**src/repeating_interval_timer_unit_defines.svh**
```systemverilog
// assertion helpers for the timer rtl
`ifndef REPEATING_INTERVAL_TIMER_UNIT_DEFINES_SVH
`define REPEATING_INTERVAL_TIMER_UNIT_DEFINES_SVH

// same-cycle implication, off while reset is high
`define RIT_ASSERT_NOW(label, clk, rst, ante, cons) \
   label: assert property (@(posedge clk) disable iff (rst) (ante) |-> (cons)) \
      else $error("rit assertion failed");

// next-cycle implication, off while reset is high
`define RIT_ASSERT_NEXT(label, clk, rst, ante, cons) \
   label: assert property (@(posedge clk) disable iff (rst) (ante) |=> (cons)) \
      else $error("rit assertion failed");

`endif

```
**src/rit_pkg.sv**
```systemverilog
`default_nettype none

package rit_pkg;

   localparam int unsigned FIELD_WIDTH     = 32;
   localparam int unsigned REQ_CODE_WIDTH  = 3;
   localparam int unsigned CSR_INDEX_WIDTH = 2;
   localparam int unsigned REQ_DATA_WIDTH  = 64;
   localparam int unsigned RSP_DATA_WIDTH  = 104;

   // request codes
   localparam logic [REQ_CODE_WIDTH-1:0] REQ_POLL       = 3'd0;
   localparam logic [REQ_CODE_WIDTH-1:0] REQ_START      = 3'd1;
   localparam logic [REQ_CODE_WIDTH-1:0] REQ_STOP       = 3'd2;
   localparam logic [REQ_CODE_WIDTH-1:0] REQ_RESET      = 3'd3;
   localparam logic [REQ_CODE_WIDTH-1:0] REQ_SET_TARGET = 3'd4;

   // register indexes
   localparam logic [CSR_INDEX_WIDTH-1:0] CSR_INTERVAL = 2'd0;
   localparam logic [CSR_INDEX_WIDTH-1:0] CSR_REPEATS  = 2'd1;

   // result fields, fired in the lowest bit
   typedef struct packed {
      logic [FIELD_WIDTH-1:0] target_now;
      logic [FIELD_WIDTH-1:0] repeats_left;
      logic [FIELD_WIDTH-1:0] time_left;
      logic                   has_expired;
      logic                   is_running;
      logic                   fired;
   } rsp_fields_type;

   localparam int unsigned RSP_FIELDS_WIDTH = $bits(rsp_fields_type);

endpackage

`default_nettype wire

```
**src/repeating_interval_timer_unit.sv**
```systemverilog
// repeating interval timer
//
// requests come in on the req_ stream: tuser carries the command (poll, start,
// stop, reset, set target), tdata carries the current time and a time value.
// every request transaction produces exactly one response transaction on the
// rsp_ stream with the fired flag, run status, time left, repeats left and
// the target after the request.
// the interval and repeats registers are written through the csr_ port while
// the block is idle; a write to repeats also reloads the repeat counter.
// the request is decoded against the timer state in the cycle it is accepted
// and the response is registered. throughput is one transaction per cycle
// while the receiver does not stall, set by the single state update path.
// when the receiver stalls, one more request is caught in a skid register and
// req_tready then drops until the output register drains.
// a synchronous reset stops the timer, clears target and saved remainder,
// zeroes both registers and empties the output and skid registers.
// all time arithmetic wraps modulo 2^TIME_WIDTH.

`default_nettype none

`include "repeating_interval_timer_unit_defines.svh"

module repeating_interval_timer_unit #(
   parameter int unsigned TIME_WIDTH = 32
) (
   input  wire logic                                      clock,
   input  wire logic                                      reset,
   // request stream
   input  wire logic                                      req_tvalid,
   output      logic                                      req_tready,
   input  wire logic [rit_pkg::REQ_DATA_WIDTH-1:0]        req_tdata,  // now_time, time_value
   input  wire logic [rit_pkg::REQ_CODE_WIDTH-1:0]        req_tuser,  // req_type
   // response stream
   output      logic                                      rsp_tvalid,
   input  wire logic                                      rsp_tready,
   // fired, is_running, has_expired, time_left, repeats_left, target_now, zero pad
   output      logic [rit_pkg::RSP_DATA_WIDTH-1:0]        rsp_tdata,
   // register write port
   input  wire logic                                      csr_we,
   input  wire logic [rit_pkg::CSR_INDEX_WIDTH-1:0]       csr_index,
   input  wire logic [rit_pkg::FIELD_WIDTH-1:0]           csr_wdata
);

   typedef enum logic [1:0] {
      ST_STOPPED,
      ST_RUNNING,
      ST_EXPIRED
   } run_state_type;

   typedef logic [TIME_WIDTH-1:0] time_type;

   // configuration registers
   logic [rit_pkg::FIELD_WIDTH-1:0] interval_ff;
   logic [rit_pkg::FIELD_WIDTH-1:0] repeats_ff;

   // timer state
   run_state_type                   state_ff, state_in;
   time_type                        target_ff, target_in;
   time_type                        remainder_ff, remainder_in;
   logic [rit_pkg::FIELD_WIDTH-1:0] counter_ff, counter_in;

   // output register and skid stage
   logic                            rsp_valid_ff;
   rit_pkg::rsp_fields_type         rsp_data_ff;
   logic                            skid_valid_ff;
   rit_pkg::rsp_fields_type         skid_data_ff;

   logic                            req_accept;
   logic                            out_free;
   time_type                        now_t;
   time_type                        value_t;
   time_type                        interval_t;
   time_type                        since_target;   // now - target, top bit set means not reached
   time_type                        left;
   logic                            fired;
   rit_pkg::rsp_fields_type         result;

   assign req_tready = ~skid_valid_ff;
   assign req_accept = req_tvalid & req_tready;
   assign out_free   = ~rsp_valid_ff | rsp_tready;

   assign now_t      = TIME_WIDTH'(req_tdata[rit_pkg::FIELD_WIDTH-1:0]);
   assign value_t    = TIME_WIDTH'(req_tdata[rit_pkg::REQ_DATA_WIDTH-1:rit_pkg::FIELD_WIDTH]);
   assign interval_t = TIME_WIDTH'(interval_ff);
   assign since_target = now_t - target_ff;

   // command decode against the current state
   always_comb begin
      state_in     = state_ff;
      target_in    = target_ff;
      remainder_in = remainder_ff;
      counter_in   = counter_ff;
      fired        = 1'b0;
      unique case (req_tuser)
         rit_pkg::REQ_POLL: begin
            if (state_ff == ST_RUNNING && !since_target[TIME_WIDTH-1]) begin
               fired = 1'b1;
               if (counter_ff != rit_pkg::FIELD_WIDTH'(1)) begin
                  // zero means repeat forever, so it never counts down
                  if (counter_ff != '0) begin
                     counter_in = counter_ff - rit_pkg::FIELD_WIDTH'(1);
                  end
                  target_in = target_ff + interval_t;
               end else begin
                  state_in = ST_EXPIRED;
               end
            end
         end
         rit_pkg::REQ_START: begin
            state_in = ST_RUNNING;
            // resume from a stop that left time on the clock
            if (remainder_ff != '0) begin
               target_in    = value_t + remainder_ff;
               remainder_in = '0;
            end else begin
               target_in = value_t + interval_t;
            end
         end
         rit_pkg::REQ_STOP: begin
            state_in = ST_STOPPED;
            if (since_target[TIME_WIDTH-1]) begin
               remainder_in = target_ff - now_t;
            end
         end
         rit_pkg::REQ_RESET: begin
            state_in     = ST_STOPPED;
            remainder_in = '0;
            counter_in   = repeats_ff;
         end
         rit_pkg::REQ_SET_TARGET: begin
            target_in = value_t;
         end
         default: begin
         end
      endcase
   end

   // status after the request
   always_comb begin
      if (state_in == ST_RUNNING) begin
         left = target_in - now_t;
      end else begin
         left = remainder_in;
      end
      result.fired       = fired;
      result.is_running  = (state_in == ST_RUNNING);
      result.has_expired = (state_in == ST_EXPIRED);
      result.time_left   = rit_pkg::FIELD_WIDTH'(left);
      // the final repeat reads as none left
      if (state_in == ST_EXPIRED && counter_in == rit_pkg::FIELD_WIDTH'(1)) begin
         result.repeats_left = '0;
      end else begin
         result.repeats_left = counter_in;
      end
      result.target_now  = rit_pkg::FIELD_WIDTH'(target_in);
   end

   always_ff @(posedge clock) begin
      if (reset) begin
         interval_ff   <= '0;
         repeats_ff    <= '0;
         state_ff      <= ST_STOPPED;
         target_ff     <= '0;
         remainder_ff  <= '0;
         counter_ff    <= '0;
         rsp_valid_ff  <= 1'b0;
         skid_valid_ff <= 1'b0;
      end else begin
         if (req_accept) begin
            state_ff     <= state_in;
            target_ff    <= target_in;
            remainder_ff <= remainder_in;
            counter_ff   <= counter_in;
         end

         // only to be taken while idle: the user must keep to this, the block itself does not enforce it
         if (csr_we) begin
            unique case (csr_index)
               rit_pkg::CSR_INTERVAL: begin
                  interval_ff <= csr_wdata;
               end
               rit_pkg::CSR_REPEATS: begin
                  repeats_ff <= csr_wdata;
                  counter_ff <= csr_wdata;
               end
               default: begin
               end
            endcase
         end

         // output register fed from the skid stage first, then the new result
         if (out_free) begin
            if (skid_valid_ff) begin
               rsp_valid_ff  <= 1'b1;
               rsp_data_ff   <= skid_data_ff;
               skid_valid_ff <= 1'b0;
            end else if (req_accept) begin
               rsp_valid_ff <= 1'b1;
               rsp_data_ff  <= result;
            end else begin
               rsp_valid_ff <= 1'b0;
            end
         end else if (req_accept) begin
            skid_valid_ff <= 1'b1;
            skid_data_ff  <= result;
         end
      end
   end

   assign rsp_tvalid = rsp_valid_ff;
   assign rsp_tdata  = {(rit_pkg::RSP_DATA_WIDTH - rit_pkg::RSP_FIELDS_WIDTH)'(0), rsp_data_ff};

   // skid stage only fills behind a stalled output
   `RIT_ASSERT_NOW(a_skid_behind_out, clock, reset, skid_valid_ff, rsp_valid_ff)
   // a firing is only reported by a timer that is running or just expired
   `RIT_ASSERT_NOW(a_fired_status, clock, reset, rsp_valid_ff && rsp_data_ff.fired,
      rsp_data_ff.is_running || rsp_data_ff.has_expired)
   // running and expired are never reported together
   `RIT_ASSERT_NOW(a_status_excl, clock, reset, rsp_valid_ff,
      !(rsp_data_ff.is_running && rsp_data_ff.has_expired))
   // expiry holds until a start, stop or reset command
   `RIT_ASSERT_NEXT(a_expired_sticky, clock, reset,
      state_ff == ST_EXPIRED && !(req_accept &&
         (req_tuser == rit_pkg::REQ_START || req_tuser == rit_pkg::REQ_STOP ||
          req_tuser == rit_pkg::REQ_RESET)),
      state_ff == ST_EXPIRED)

endmodule

`default_nettype wire
```
**config.mk**
```make
export PLATFORM = sky130hd
export DESIGN_NAME = repeating_interval_timer_unit
export DESIGN_NICKNAME = d
export VERILOG_FILES = /design/src/rit_pkg.sv /design/src/repeating_interval_timer_unit.sv
export VERILOG_INCLUDE_DIRS = /design/src /design/src/src
export SDC_FILE = /design/constraint.sdc
export NUM_CORES = 1
export LEC_CHECK = 0
export ABC_AREA = 0
export BUFFER_PORTS_ARGS = -buffer_cell sky130_fd_sc_hd__buf_2
export CORE_UTILIZATION = 38
export DETAILED_ROUTE_END_ITERATION = 10
export GPL_TIMING_DRIVEN = 0
export HOLD_SLACK_MARGIN = 0.02
export PLACE_DENSITY = 0.56
export SETUP_SLACK_MARGIN = 0.15
export SLEW_MARGIN = 30
export SYNTH_ARGS = -nofsm -noshare
export SYNTH_HDL_FRONTEND = slang
export SYNTH_SLANG_ARGS = --single-unit
```
**constraint.sdc**
```tcl
create_clock -name clock -period 25.9 [get_ports clock]
set_input_delay 5.18 -clock clock [delete_from_list [all_inputs] [get_ports clock]]
set_output_delay 5.18 -clock clock [all_outputs]
set_load 0.005 [all_outputs]
```
==> results.json <==
{
  "rrSetupSlack_ps": 17580,
  "cts_buffers": 44,
  "layout_commonest_cell": "nand2_1",
  "holdPathStages": 2,
  "wl_per_cell_um": 26.1,
  "async_flop_share_pct": 0,
  "postCtsSetupRepairBufs": 0,
  "ant_nets": 0,
  "ys_seq_elements": 362,
  "drive_above_1_share_pct": 13.3,
  "cts_tree": "done",
  "synth_xor_area_share_pct": 3.95,
  "drtPass1Iterations": 7,
  "gr-total-overflow": 0,
  "crit_required_ps": 26250,
  "reg2reg_depth": 29,
  "worst_slew_pin_slew_ps": 1070,
  "synth_warnings": 0,
  "netlist_instances": 2744,
  "place_area_um2": 26300,
  "vias": 23072,
  "p_per_area_nw_per_um2": 61.2,
  "nets": 3289,
  "utilization_pct": 44.8,
  "cp_data_arrival_time_ps": 12990,
  "grt_first_pass_wirelength_mm": 145,
  "path_max_fanout": 10,
  "initial_core_util_pct": 38.6,
  "placementRows": 91,
  "dr.first_iter.drc_count": 2854,
  "fin_crit_ps": 12650,
  "cpMaxStageDelayCell": "a2bb2oi_1",
  "gp_congestion": 0.979,
  "cts_buffer_depth": 3,
  "crit_family": "compound AO/OA/AOI/OAI gates",
  "nFillCells": 6186,
  "peakVddDrop_uv": 42.0,
  "syn_avg_cell_area_um2": 8.72,
  "slew_violations": 0,
  "grt_max_degree": 26,
  "clkTransAtPathRegs_ps": 60,
  "diodes": 0,
  "boundaryPins": 212,
  "crit_path_start": "req_tdata[24]",
  "clock_sinks": 362,
  "fp.dieH_um": 253,
  "clock_skew_ps": 54.6,
  "synthMuxAreaShare_pct": 3.79,
  "startpoint_type": "input port",
  "cp.depth": 28,
  "synth_top_family_by_area": "compound AO/OA/AOI/OAI gates",
  "die_area_um2": 64000,
  "slew_headroom_pct": 28.6,
  "cts-resized-gates": 0,
  "antenna_found_initial": 2,
  "core_area_um2": 61900,
  "io_buffers": 205,
  "grt_pass1_vias": 21366,
  "critPathCapture": "rsp_tdata[27]$_DFFE_PP_",
  "drc": 0,
  "area_growth_pct": 15.9,
  "cp-end-kind": "register",
  "vias_per_cell": 5.94,
  "r2r-end": "rsp_tdata[27]$_DFFE_PP_",
  "synth_area_um2": 23900,
  "mostFrequentLayoutCells": "nand2_1 (354), a21oi_1 (292), nor2_1 (252), buf_2 (212), edfxtp_1 (198)",
  "clock.fmax_mhz": 79.1,
  "postCtsHoldBufs": 0,
  "synth_compound_area_share_pct": 24.1,
  "final_hold_viol_count": 0,
  "synth_simple_gate_area_share_pct": 16.5,
  "rsz0062_at_grt": "no",
  "cp_num_buf_inv": 7,
  "clk_latency_ps": 620,
  "ys_types": 91,
  "seq_area_frac_synth_pct": 38.6,
  "max_cap_violations": 0,
  "synth-edff-count": 198,
  "status": "finished clean",
  "htreeDepth": 2,
  "critPathKind": "input port to register",
  "synth_top_flop_cell": "edfxtp_1",
  "fin_tns_setup_ps": 0,
  "synthAdderAreaFrac_pct": 8.75,
  "dpl.hpwl_mm": 82.6,
  "p_total_uw": 1700,
  "hp-class": "register to register",
  "fp.dieW_um": 253,
  "max_stage_delay_ps": 710,
  "wl_mm": 102,
  "r2r_start": "remainder_ff[31]$_SDFFE_PP0P_",
  "stdcell_area_um2": 27700,
  "p_leak_uw": 0.0116,
  "root_buffer": "clkbuf_16",
  "period_share_pct": 48.8,
  "finalSetupViolCount": 0,
  "grtUsageTotal_pct": 31.1
}
[per-layer routing]
layer	GRT usage (%)	part of all wire [%]	wire, um	vias up
met5	0	0.012	12	-
met4	8.36	2.8	2800	2
met3	4.98	9.2	9350	161
met2	46.2	42	43000	1164
met1	46.3	46	46400	11132
li1	-	-	-	10613
[worst register-to-register path: cells and delay by family (launching register included)]
kind	cells	cell delay, ps
AND/OR/NAND/NOR	7	2040
adder cells (fa/ha/maj)	3	810
AO/OA/AOI/OAI	14	3370
XOR/XNOR	2	340
multiplexers	1	300
flip-flops	1	470
buffers and inverters	2	730
[registers in the layout, summed over array words and instances, names as in the netlist]
signal,flops
counter_ff,32
interval_ff,32
remainder_ff,32
repeats_ff,32
rsp_tdata,99
rsp_tvalid,1
skid_data_ff,99
skid_valid_ff,1
state_ff,2
target_ff,32
[logic make-up after synthesis]
logic type                 after synthesis
buffers and inverters                  264
other                                    1
xor gates and xnor gates               108
muxes                                   82
adders and majority gates              165
and+or+nand+nor                        874
DFF                                    362
AOI/OAI and AO/OA                      888
[worst min-delay path by stage]
stage | from | endpoint | slack (ps)
2_1_floorplan | repeats_ff[23]$_SDFFE_PP0P_ | repeats_ff[23]$_SDFFE_PP0P_ | 430
3_3_place_gp | repeats_ff[18]$_SDFFE_PP0P_ | repeats_ff[18]$_SDFFE_PP0P_ | 450
3_5_place_dp | repeats_ff[22]$_SDFFE_PP0P_ | repeats_ff[22]$_SDFFE_PP0P_ | 450
4_1_cts | repeats_ff[22]$_SDFFE_PP0P_ | repeats_ff[22]$_SDFFE_PP0P_ | 460
5_1_grt | repeats_ff[27]$_SDFFE_PP0P_ | repeats_ff[27]$_SDFFE_PP0P_ | 470
6_report | repeats_ff[9]$_SDFFE_PP0P_ | repeats_ff[9]$_SDFFE_PP0P_ | 460
[per-stage QoR]
stage / hold WS (ps) / setup WS (ps) / instances
6_report: 456 / 13250 / 3885
5_1_grt: 473 / 12730 / 3885
4_1_cts: 458 / 13490 / 3883
3_5_place_dp: 450 / 12860 / 3807
3_3_place_gp: 445 / 9630 / 3790
2_1_floorplan: 431 / 12920 / 2748
[cell usage after synthesis, drive strengths merged (9+ instances only)]
master,instances,area [um2]
a32oi,14,123
and2,11,68.8
a22oi,28,210
nand2b,20,125
xnor2,59,517
o21a,21,158
clkbuf,120,450
nor3,38,190
xor2,49,429
mux2,68,766
a221oi,17,149
or3,42,268
o211ai,37,278
edfxtp,198,5950
or2,13,81.3
a21o,100,751
nand3,42,210
o21ai,153,766
o21bai,22,165
ha,161,2010
buf,27,151
a211oi,42,315
nor4,22,165
dfxtp,164,3280
a21oi,294,1480
and4,10,87.6
mux2i,14,140
nor2,253,950
nand2,354,1330
a2111oi,16,160
and3,20,130
inv,117,439
nand4,19,119
o31ai,23,186
a31oi,19,119
a21boi,15,116
nor2b,9,56.3
a211o,12,105
[power by group]
part	switching [uW]	internal (uW)	leakage, uW	total, uW
logic	260	140	0.00775	400
registers	25.0	639	0.00319	664
clock network	263	371	0.000698	634
[area by class of cell]
type	instances	area [um2]	area share, %
repair buffers	224	1270	4.59
flip-flops and latches	362	9230	33.3
plain buffers	147	602	2.17
multi-input cells	2122	13700	49.4
clock buffers	58	1170	4.23
clock inverters	18	274	0.988
well taps	837	1050	3.77
inverters	117	439	1.58
Note: power is estimated with default switching activity, not from simulation.
